### src/rtl/hsv_to_rgb_converter_top_defines.svh
// Assertion macros shared by the HSV to RGB converter RTL.
// Depends on nothing; included by the modules that check their own pipelines.
`ifndef HSV_TO_RGB_CONVERTER_TOP_DEFINES_SVH
`define HSV_TO_RGB_CONVERTER_TOP_DEFINES_SVH

// Checks that expr holds in the same cycle whenever cond holds.
`define HSV2RGB_ASSERT_HOLDS(label, clk, rst_n, cond, expr, msg) \
    label: assert property (@(posedge clk) disable iff (!rst_n) (cond) |-> (expr)) \
        else $error(msg);

// Checks that expr holds after the delay n whenever cond holds.
`define HSV2RGB_ASSERT_DELAY(label, clk, rst_n, cond, n, expr, msg) \
    label: assert property (@(posedge clk) disable iff (!rst_n) (cond) |-> ##n (expr)) \
        else $error(msg);

`endif

### src/rtl/hsv2rgb_pkg.sv
// Shared constants, sector codes and inter-stage structs for the HSV to RGB converter.
// Depends on nothing; imported by every module of the converter.
package hsv2rgb_pkg;

    localparam int HUE_W      = 16;
    localparam int CHAN_W     = 8;
    localparam int HUE_TURN   = 23040;
    localparam int HUE_SECTOR = 3840;
    localparam int FRAC_ONE   = 255;
    localparam int MOD_W      = 15;
    localparam int REM_W      = 12;

    localparam int LEVEL_DEN  = FRAC_ONE * HUE_SECTOR;
    localparam int PROD_W     = 2 * CHAN_W + REM_W;

    localparam int QT_NUM_W   = PROD_W + 1;
    localparam int QT_DIVISOR = 2 * LEVEL_DEN;
    localparam int QT_SHIFT   = 32;
    localparam longint unsigned QT_RECIP = (64'd1 << QT_SHIFT) / QT_DIVISOR;

    localparam int P_NUM_W    = 2 * CHAN_W + 1;
    localparam int P_DIVISOR  = 2 * FRAC_ONE;
    localparam int P_SHIFT    = 24;
    localparam longint unsigned P_RECIP = (64'd1 << P_SHIFT) / P_DIVISOR;

    typedef enum logic [2:0] {
        SEC_RED     = 3'd0,
        SEC_YELLOW  = 3'd1,
        SEC_GREEN   = 3'd2,
        SEC_CYAN    = 3'd3,
        SEC_BLUE    = 3'd4,
        SEC_MAGENTA = 3'd5
    } sector_t;

    typedef struct packed {
        logic              valid;
        sector_t           sector;
        logic [REM_W-1:0]  rem;
        logic [CHAN_W-1:0] sat;
        logic [CHAN_W-1:0] val;
    } split_t;

    typedef struct packed {
        logic              valid;
        sector_t           sector;
        logic [CHAN_W-1:0] val;
        logic [CHAN_W-1:0] p;
        logic [CHAN_W-1:0] q;
        logic [CHAN_W-1:0] t;
    } level_t;

endpackage

### src/rtl/hsv2rgb_const_div.sv
// Two-stage rounding-free divider by a constant: reciprocal estimate, then one correction.
// Depends on hsv2rgb_pkg for the quotient width.
module hsv2rgb_const_div
    import hsv2rgb_pkg::*;
#(
    parameter int              NUM_W   = QT_NUM_W,
    parameter int              DIVISOR = QT_DIVISOR,
    parameter longint unsigned RECIP   = QT_RECIP,
    parameter int              SHIFT   = QT_SHIFT
)
(
    input  logic              clk,
    input  logic [NUM_W-1:0]  num,
    output logic [CHAN_W-1:0] quot
);

    localparam int RECIP_W = $clog2(RECIP + 1);
    localparam int MUL_W   = NUM_W + RECIP_W;
    localparam int DIV_W   = $clog2(DIVISOR + 1);
    localparam int BACK_W  = CHAN_W + DIV_W;

    logic [MUL_W-1:0]  prod;
    logic [CHAN_W-1:0] est_next;
    logic [CHAN_W-1:0] est_reg;
    logic [NUM_W-1:0]  num_reg;
    logic [BACK_W-1:0] back;
    logic [NUM_W-1:0]  rem;
    logic [CHAN_W-1:0] quot_next;
    logic [CHAN_W-1:0] quot_reg;

    assign prod     = MUL_W'(num) * MUL_W'(RECIP);
    assign est_next = prod[SHIFT +: CHAN_W];

    always_ff @(posedge clk)
    begin
        est_reg <= est_next;
        num_reg <= num;
    end

    assign back      = BACK_W'(est_reg) * BACK_W'(DIVISOR);
    assign rem       = num_reg - NUM_W'(back);
    assign quot_next = (rem >= NUM_W'(DIVISOR)) ? est_reg + CHAN_W'(1) : est_reg;

    always_ff @(posedge clk)
    begin
        quot_reg <= quot_next;
    end

    assign quot = quot_reg;

endmodule

### src/rtl/hsv2rgb_hue_split.sv
// Hue front end: reduces the hue modulo a full turn, then splits it into sector and remainder.
// Depends on hsv2rgb_pkg and the assertion macros header.
`include "hsv_to_rgb_converter_top_defines.svh"

module hsv2rgb_hue_split
    import hsv2rgb_pkg::*;
(
    input  logic              clk,
    input  logic              rst_n,
    input  logic              in_valid,
    input  logic [HUE_W-1:0]  hue,
    input  logic [CHAN_W-1:0] saturation,
    input  logic [CHAN_W-1:0] brightness,
    output split_t            split
);

    logic              valid1_reg;
    logic [MOD_W-1:0]  mod_next;
    logic [MOD_W-1:0]  mod_reg;
    logic [CHAN_W-1:0] sat1_reg;
    logic [CHAN_W-1:0] val1_reg;
    logic              valid2_reg;
    sector_t           sector_next;
    sector_t           sector_reg;
    logic [MOD_W-1:0]  base;
    logic [REM_W-1:0]  rem_next;
    logic [REM_W-1:0]  rem_reg;
    logic [CHAN_W-1:0] sat2_reg;
    logic [CHAN_W-1:0] val2_reg;

    always_comb
    begin
        if (hue >= HUE_W'(2 * HUE_TURN))
        begin
            mod_next = MOD_W'(hue - HUE_W'(2 * HUE_TURN));
        end
        else if (hue >= HUE_W'(HUE_TURN))
        begin
            mod_next = MOD_W'(hue - HUE_W'(HUE_TURN));
        end
        else
        begin
            mod_next = MOD_W'(hue);
        end
    end

    always_comb
    begin
        if (mod_reg >= MOD_W'(5 * HUE_SECTOR))
        begin
            sector_next = SEC_MAGENTA;
            base        = MOD_W'(5 * HUE_SECTOR);
        end
        else if (mod_reg >= MOD_W'(4 * HUE_SECTOR))
        begin
            sector_next = SEC_BLUE;
            base        = MOD_W'(4 * HUE_SECTOR);
        end
        else if (mod_reg >= MOD_W'(3 * HUE_SECTOR))
        begin
            sector_next = SEC_CYAN;
            base        = MOD_W'(3 * HUE_SECTOR);
        end
        else if (mod_reg >= MOD_W'(2 * HUE_SECTOR))
        begin
            sector_next = SEC_GREEN;
            base        = MOD_W'(2 * HUE_SECTOR);
        end
        else if (mod_reg >= MOD_W'(HUE_SECTOR))
        begin
            sector_next = SEC_YELLOW;
            base        = MOD_W'(HUE_SECTOR);
        end
        else
        begin
            sector_next = SEC_RED;
            base        = '0;
        end
        rem_next = REM_W'(mod_reg - base);
    end

    always_ff @(posedge clk or negedge rst_n)
    begin
        if (!rst_n)
        begin
            valid1_reg <= 1'b0;
            valid2_reg <= 1'b0;
        end
        else
        begin
            valid1_reg <= in_valid;
            valid2_reg <= valid1_reg;
        end
    end

    always_ff @(posedge clk)
    begin
        mod_reg    <= mod_next;
        sat1_reg   <= saturation;
        val1_reg   <= brightness;
        sector_reg <= sector_next;
        rem_reg    <= rem_next;
        sat2_reg   <= sat1_reg;
        val2_reg   <= val1_reg;
    end

    assign split.valid  = valid2_reg;
    assign split.sector = sector_reg;
    assign split.rem    = rem_reg;
    assign split.sat    = sat2_reg;
    assign split.val    = val2_reg;

    `HSV2RGB_ASSERT_HOLDS(a_rem_in_sector, clk, rst_n, split.valid, split.rem < REM_W'(HUE_SECTOR), "Sector remainder out of range")
    `HSV2RGB_ASSERT_DELAY(a_split_valid, clk, rst_n, in_valid, 2, split.valid, "Hue split lost a word")

endmodule

### src/rtl/hsv2rgb_level_calc.sv
// Computes the rounded p, q and t levels from sector remainder, saturation and value.
// Depends on hsv2rgb_pkg, hsv2rgb_const_div and the assertion macros header.
`include "hsv_to_rgb_converter_top_defines.svh"

module hsv2rgb_level_calc
    import hsv2rgb_pkg::*;
(
    input  logic   clk,
    input  logic   rst_n,
    input  split_t split,
    output level_t levels
);

    localparam int VS_W = 2 * CHAN_W;

    logic              valid3_reg;
    logic              valid4_reg;
    logic              valid5_reg;
    logic              valid6_reg;
    logic              valid7_reg;
    sector_t           sector3_reg;
    sector_t           sector4_reg;
    sector_t           sector5_reg;
    sector_t           sector6_reg;
    sector_t           sector7_reg;
    logic [CHAN_W-1:0] val3_reg;
    logic [CHAN_W-1:0] val4_reg;
    logic [CHAN_W-1:0] val5_reg;
    logic [CHAN_W-1:0] val6_reg;
    logic [CHAN_W-1:0] val7_reg;

    logic [VS_W-1:0]     vs_reg;
    logic [VS_W-1:0]     vx_reg;
    logic [REM_W-1:0]    rem_reg;
    logic [REM_W-1:0]    remc_reg;
    logic [PROD_W-1:0]   aq_reg;
    logic [PROD_W-1:0]   at_reg;
    logic [P_NUM_W-1:0]  np4_reg;
    logic [PROD_W-1:0]   vd;
    logic [PROD_W-1:0]   dq;
    logic [PROD_W-1:0]   dt;
    logic [QT_NUM_W-1:0] nq_reg;
    logic [QT_NUM_W-1:0] nt_reg;
    logic [P_NUM_W-1:0]  np5_reg;
    logic [CHAN_W-1:0]   p_quot;
    logic [CHAN_W-1:0]   q_quot;
    logic [CHAN_W-1:0]   t_quot;

    assign vd = PROD_W'(val4_reg) * PROD_W'(LEVEL_DEN);
    assign dq = vd - aq_reg;
    assign dt = vd - at_reg;

    always_ff @(posedge clk or negedge rst_n)
    begin
        if (!rst_n)
        begin
            valid3_reg <= 1'b0;
            valid4_reg <= 1'b0;
            valid5_reg <= 1'b0;
            valid6_reg <= 1'b0;
            valid7_reg <= 1'b0;
        end
        else
        begin
            valid3_reg <= split.valid;
            valid4_reg <= valid3_reg;
            valid5_reg <= valid4_reg;
            valid6_reg <= valid5_reg;
            valid7_reg <= valid6_reg;
        end
    end

    always_ff @(posedge clk)
    begin
        vs_reg      <= VS_W'(split.val) * VS_W'(split.sat);
        vx_reg      <= VS_W'(split.val) * VS_W'(CHAN_W'(FRAC_ONE) - split.sat);
        rem_reg     <= split.rem;
        remc_reg    <= REM_W'(HUE_SECTOR) - split.rem;
        sector3_reg <= split.sector;
        val3_reg    <= split.val;

        aq_reg      <= PROD_W'(vs_reg) * PROD_W'(rem_reg);
        at_reg      <= PROD_W'(vs_reg) * PROD_W'(remc_reg);
        np4_reg     <= P_NUM_W'({vx_reg, 1'b0}) + P_NUM_W'(FRAC_ONE);
        sector4_reg <= sector3_reg;
        val4_reg    <= val3_reg;

        nq_reg      <= QT_NUM_W'({dq, 1'b0}) + QT_NUM_W'(LEVEL_DEN);
        nt_reg      <= QT_NUM_W'({dt, 1'b0}) + QT_NUM_W'(LEVEL_DEN);
        np5_reg     <= np4_reg;
        sector5_reg <= sector4_reg;
        val5_reg    <= val4_reg;

        sector6_reg <= sector5_reg;
        val6_reg    <= val5_reg;
        sector7_reg <= sector6_reg;
        val7_reg    <= val6_reg;
    end

    hsv2rgb_const_div #(
        .NUM_W   (P_NUM_W),
        .DIVISOR (P_DIVISOR),
        .RECIP   (P_RECIP),
        .SHIFT   (P_SHIFT)
    ) u_div_p (
        .clk  (clk),
        .num  (np5_reg),
        .quot (p_quot)
    );

    hsv2rgb_const_div #(
        .NUM_W   (QT_NUM_W),
        .DIVISOR (QT_DIVISOR),
        .RECIP   (QT_RECIP),
        .SHIFT   (QT_SHIFT)
    ) u_div_q (
        .clk  (clk),
        .num  (nq_reg),
        .quot (q_quot)
    );

    hsv2rgb_const_div #(
        .NUM_W   (QT_NUM_W),
        .DIVISOR (QT_DIVISOR),
        .RECIP   (QT_RECIP),
        .SHIFT   (QT_SHIFT)
    ) u_div_t (
        .clk  (clk),
        .num  (nt_reg),
        .quot (t_quot)
    );

    assign levels.valid  = valid7_reg;
    assign levels.sector = sector7_reg;
    assign levels.val    = val7_reg;
    assign levels.p      = p_quot;
    assign levels.q      = q_quot;
    assign levels.t      = t_quot;

    `HSV2RGB_ASSERT_HOLDS(a_levels_below_value, clk, rst_n, levels.valid, (levels.p <= levels.val) && (levels.q <= levels.val) && (levels.t <= levels.val), "Level exceeds value")
    `HSV2RGB_ASSERT_DELAY(a_levels_valid, clk, rst_n, split.valid, 5, levels.valid, "Level pipeline lost a word")

endmodule

### src/rtl/hsv_to_rgb_converter_top.sv
// HSV to RGB converter: accepts one word per cycle, busy is never raised.
// Output: done is high together with the registered result, after the hue split, level and divider stages.
// Throughput: one word per clock, set by the fully pipelined multiply and divide stages.
// Reset: rst_n clears all valid bits at once; no word is in flight after reset.
// Depends on hsv2rgb_pkg, hsv2rgb_hue_split, hsv2rgb_level_calc and the macros header.
`include "hsv_to_rgb_converter_top_defines.svh"

module hsv_to_rgb_converter_top
    import hsv2rgb_pkg::*;
(
    input  logic              clk,
    input  logic              rst_n,
    input  logic              start,
    output logic              busy,
    input  logic [HUE_W-1:0]  hue,
    input  logic [CHAN_W-1:0] saturation,
    input  logic [CHAN_W-1:0] brightness,
    output logic              done,
    output logic [CHAN_W-1:0] red,
    output logic [CHAN_W-1:0] green,
    output logic [CHAN_W-1:0] blue
);

    split_t            split;
    level_t            levels;
    logic              accept;
    logic              done_reg;
    logic [CHAN_W-1:0] red_next;
    logic [CHAN_W-1:0] green_next;
    logic [CHAN_W-1:0] blue_next;
    logic [CHAN_W-1:0] red_reg;
    logic [CHAN_W-1:0] green_reg;
    logic [CHAN_W-1:0] blue_reg;

    assign busy   = 1'b0;
    assign accept = start && !busy;

    hsv2rgb_hue_split u_hue_split (
        .clk        (clk),
        .rst_n      (rst_n),
        .in_valid   (accept),
        .hue        (hue),
        .saturation (saturation),
        .brightness (brightness),
        .split      (split)
    );

    hsv2rgb_level_calc u_level_calc (
        .clk    (clk),
        .rst_n  (rst_n),
        .split  (split),
        .levels (levels)
    );

    always_comb
    begin
        case (levels.sector)
            SEC_RED:
            begin
                red_next   = levels.val;
                green_next = levels.t;
                blue_next  = levels.p;
            end
            SEC_YELLOW:
            begin
                red_next   = levels.q;
                green_next = levels.val;
                blue_next  = levels.p;
            end
            SEC_GREEN:
            begin
                red_next   = levels.p;
                green_next = levels.val;
                blue_next  = levels.t;
            end
            SEC_CYAN:
            begin
                red_next   = levels.p;
                green_next = levels.q;
                blue_next  = levels.val;
            end
            SEC_BLUE:
            begin
                red_next   = levels.t;
                green_next = levels.p;
                blue_next  = levels.val;
            end
            default:
            begin
                red_next   = levels.val;
                green_next = levels.p;
                blue_next  = levels.q;
            end
        endcase
    end

    always_ff @(posedge clk or negedge rst_n)
    begin
        if (!rst_n)
        begin
            done_reg <= 1'b0;
        end
        else
        begin
            done_reg <= levels.valid;
        end
    end

    always_ff @(posedge clk)
    begin
        red_reg   <= red_next;
        green_reg <= green_next;
        blue_reg  <= blue_next;
    end

    assign done  = done_reg;
    assign red   = red_reg;
    assign green = green_reg;
    assign blue  = blue_reg;

    `HSV2RGB_ASSERT_DELAY(a_word_delivered, clk, rst_n, accept, 8, done, "Accepted word was not delivered")

endmodule

### config.mk
export PLATFORM = sky130hd
export DESIGN_NAME = hsv_to_rgb_converter_top
export DESIGN_NICKNAME = d
export VERILOG_FILES = /design/src/rtl/hsv2rgb_pkg.sv /design/src/rtl/hsv2rgb_const_div.sv /design/src/rtl/hsv2rgb_hue_split.sv /design/src/rtl/hsv2rgb_level_calc.sv /design/src/rtl/hsv_to_rgb_converter_top.sv
export VERILOG_INCLUDE_DIRS = /design/src /design/src/rtl
export SDC_FILE = /design/constraint.sdc
export NUM_CORES = 2
export LEC_CHECK = 0
export ABC_AREA = 1
export BUFFER_PORTS_ARGS = -buffer_cell sky130_fd_sc_hd__buf_4
export CAP_MARGIN = 15
export CORE_MARGIN = 2
export CORE_UTILIZATION = 30
export CTS_CLUSTER_SIZE = 8
export DETAILED_ROUTE_END_ITERATION = 8
export SETUP_SLACK_MARGIN = 0.4
export SKIP_CTS_REPAIR_TIMING = 1
export SLEW_MARGIN = 20
export SYNTH_ARGS = -nofsm -noshare
export SYNTH_HDL_FRONTEND = slang
export SYNTH_SLANG_ARGS = --single-unit
### constraint.sdc
create_clock -name clk -period 16.6 [get_ports clk]
set_input_delay 3.32 -clock clk [delete_from_list [all_inputs] [get_ports clk]]
set_output_delay 3.32 -clock clk [all_outputs]
set_load 0.01 [all_outputs]
==> out/metrics.yaml <==
synth:
  syn_nets: 7594
  synth_area_leaders: "fa_1 (22%), ha_1 (18%), dfxtp_1 (18%)"
  synth_edf_count: 0
  synth_top_area_share_pct: 22.1
  synth_seq_cells: 450
  ys_types: 60
  synth.most_common_cell: "inv_1"
  synthTopCellsByCount: "inv_1 (1468), nand2_1 (1406), ha_1 (717)"
  syn_area_sq_um: 49600
  yosysWarnings: 0
  avgSynthCellArea_sq_um: 7.88
  synth_largest_area_cell: "fa_1"
  postSynthCellCount: 6295
  ys_seq_area_share_pct: 18.2
  async_reset_ff_share_pct: 1.78
  ys.flop_type: "dfxtp_1"
final_layout:
  nFillCells: 17200
  fin_cells: 8556
  synthToLayoutAreaGrowth_pct: 9.79
  drive_gt1_share_pct: 4.57
  final_nets: 7642
floorplan:
  fp.dieW_microns: 411
  coreArea_sq_um: 165000
  num_rows: 149
  start_util_pct: 30.1
  ios: 61
  dieHeight_microns: 411
  die_area_sq_um: 169000
global_route:
  grt.overflow.total: 0
  grt_pass1_vias: 39900
  grt_pass1_wl_microns: 203000
  antenna_found_initial: 4
  track_usage_pct: 14.8
  grt_max_degree: 24
clock_network:
  cts_buffers: 68
  cts_tree: "built"
  cts_num_sinks: 450
  cts-root-buf: "clkbuf_16"
  ctsLongestPathBuffers: 3
  h-tree-depth: 3
  clock_latency_ns: 0.65
  clk_pin_slew_ns: 0.05
timing:
  period_needed_ns: 6.32
  hold_viol_final: 0
  drv_slew: 0
  fmax_mhz: 158
  fin_crit_sh_pct: 38.1
  setup-tns-final_ns: 0
  slew_headroom_pct: 30.2
  worst_pin_slew_ns: 1.04
  finClkSkew_ns: 0.0299
  rsz0062_at_grt: "no"
  setup_viol: 0
route:
  drt_wl_total_microns: 122000
  vias_per_cell: 4.53
  firstDrtPassIters: 6
  ant_nets: 0
  first_iter_violations: 2000
  drc: 0
  wl_per_cell_microns: 14.3
  vias: 38700
critical_path:
  path_depth: 30
  cp-start-kind: "flop"
  worst-r2r-setup-slack_ns: 10.28
  cpMostUsedCell: "nand2_1"
  rr_worst_depth: 30
  r2r-start: "u_level_calc.u_div_q.est_reg[5]"
  cp_top_family: "adder cells"
  arrival_ns: 6.86
  slowest_delay_ns: 0.68
  worst_r2r_endpoint: "u_level_calc.u_div_q.quot[1]"
  end_kind: "flop"
  slowest_stage: "fa_1"
  path_class: "flop to flop"
  critPathMaxFanout: 9
  cp_num_buf_inv: 6
  worst-endpoint-required_ns: 17.14
worst_hold_path:
  hp-class: "flop to flop"
  whs_endpoint: "u_level_calc.val6_reg[7]"
  whs_path_depth: 0
  min_from: "u_level_calc.val5_reg[7]"
placement:
  io_buffers: 59
  place_congestion: 0.893
  dpl.cell_count: 8462
  post-dp-hpwl_microns: 101000
job:
  drv_cap: 0
status:
  outcome: "complete, no violations"
-- cell usage in the layout (no fill, tap or decap), types with 14 or more instances in the layout --
master	instances
xor2_1	153
a31oi_1	22
nand2_1	1406
nor2_2	24
inv_1	1468
nor3_1	46
o21a_1	14
o21bai_1	26
nand2_2	44
inv_2	16
o2111ai_1	18
o21ai_0	102
a21oi_1	270
clkbuf_16	68
nand3b_1	22
nand3_1	224
a21o_1	21
dfxtp_1	442
fa_1	547
o21ai_1	19
buf_4	76
ha_1	717
xnor2_1	84
nand4_1	86
nor2_1	310
-- how the worst max path moves through the flow --
stage	end	start	slack, ns
floorplan	u_level_calc.u_div_p.quot[1]	u_level_calc.u_div_p.est_reg[5]	11.00
global placement	u_level_calc.u_div_p.quot[6]	u_level_calc.u_div_p.est_reg[5]	10.40
detailed placement	u_level_calc.u_div_q.quot[1]	u_level_calc.u_div_q.est_reg[5]	10.32
CTS	u_level_calc.u_div_q.quot[1]	u_level_calc.u_div_q.est_reg[5]	10.27
global route	u_level_calc.u_div_p.quot[2]	u_level_calc.u_div_p.est_reg[5]	9.79
finish	u_level_calc.u_div_q.quot[1]	u_level_calc.u_div_q.est_reg[5]	10.28
-- cells by family after synthesis --
group / synth area share (%)
AND/OR/NAND/NOR: 19.0
XOR/XNOR: 4.33
flip-flops: 18.2
buffers and inverters: 12.0
AO/OA/AOI/OAI: 6.23
other: 0.00756
adder cells (fa/ha/maj): 40.1
-- metrics by stage --
stage,utilization (%),hold slack (ns),instance area [sq um],worst slack (ns)
final,33.1,0.307,54500,10.28
after global routing,33.1,0.311,54500,9.79
after CTS,33.1,0.300,54500,10.27
after detailed placement,31.9,0.312,52600,10.32
after global placement,31.9,0.311,52600,10.40
after floorplan,-,0.310,49600,11.00
-- metal layers --
layer,global-route usage (%),vias up,share of wire [%]
met5,0,-,0
met4,3.51,0,2.2
met3,1.74,158,3.8
met2,25.1,682,47
met1,19.9,18500,47
li1,-,19400,-
-- final cells by class --
cell class	instances	area, sq um	area share, %
sequential	450	9050	16.6
tap	2189	2740	5.03
clock inverter	8	111	0.204
antenna	2	5.00	0.00919
multi-input combinational	4259	34600	63.5
inverter	1488	5590	10.3
clock buffer	84	1800	3.31
timing repair buffer	76	571	1.05
Power is left out: the tool's default activity adds up to more than one toggle a clock period on the data nets, which glitch-free logic cannot reach.
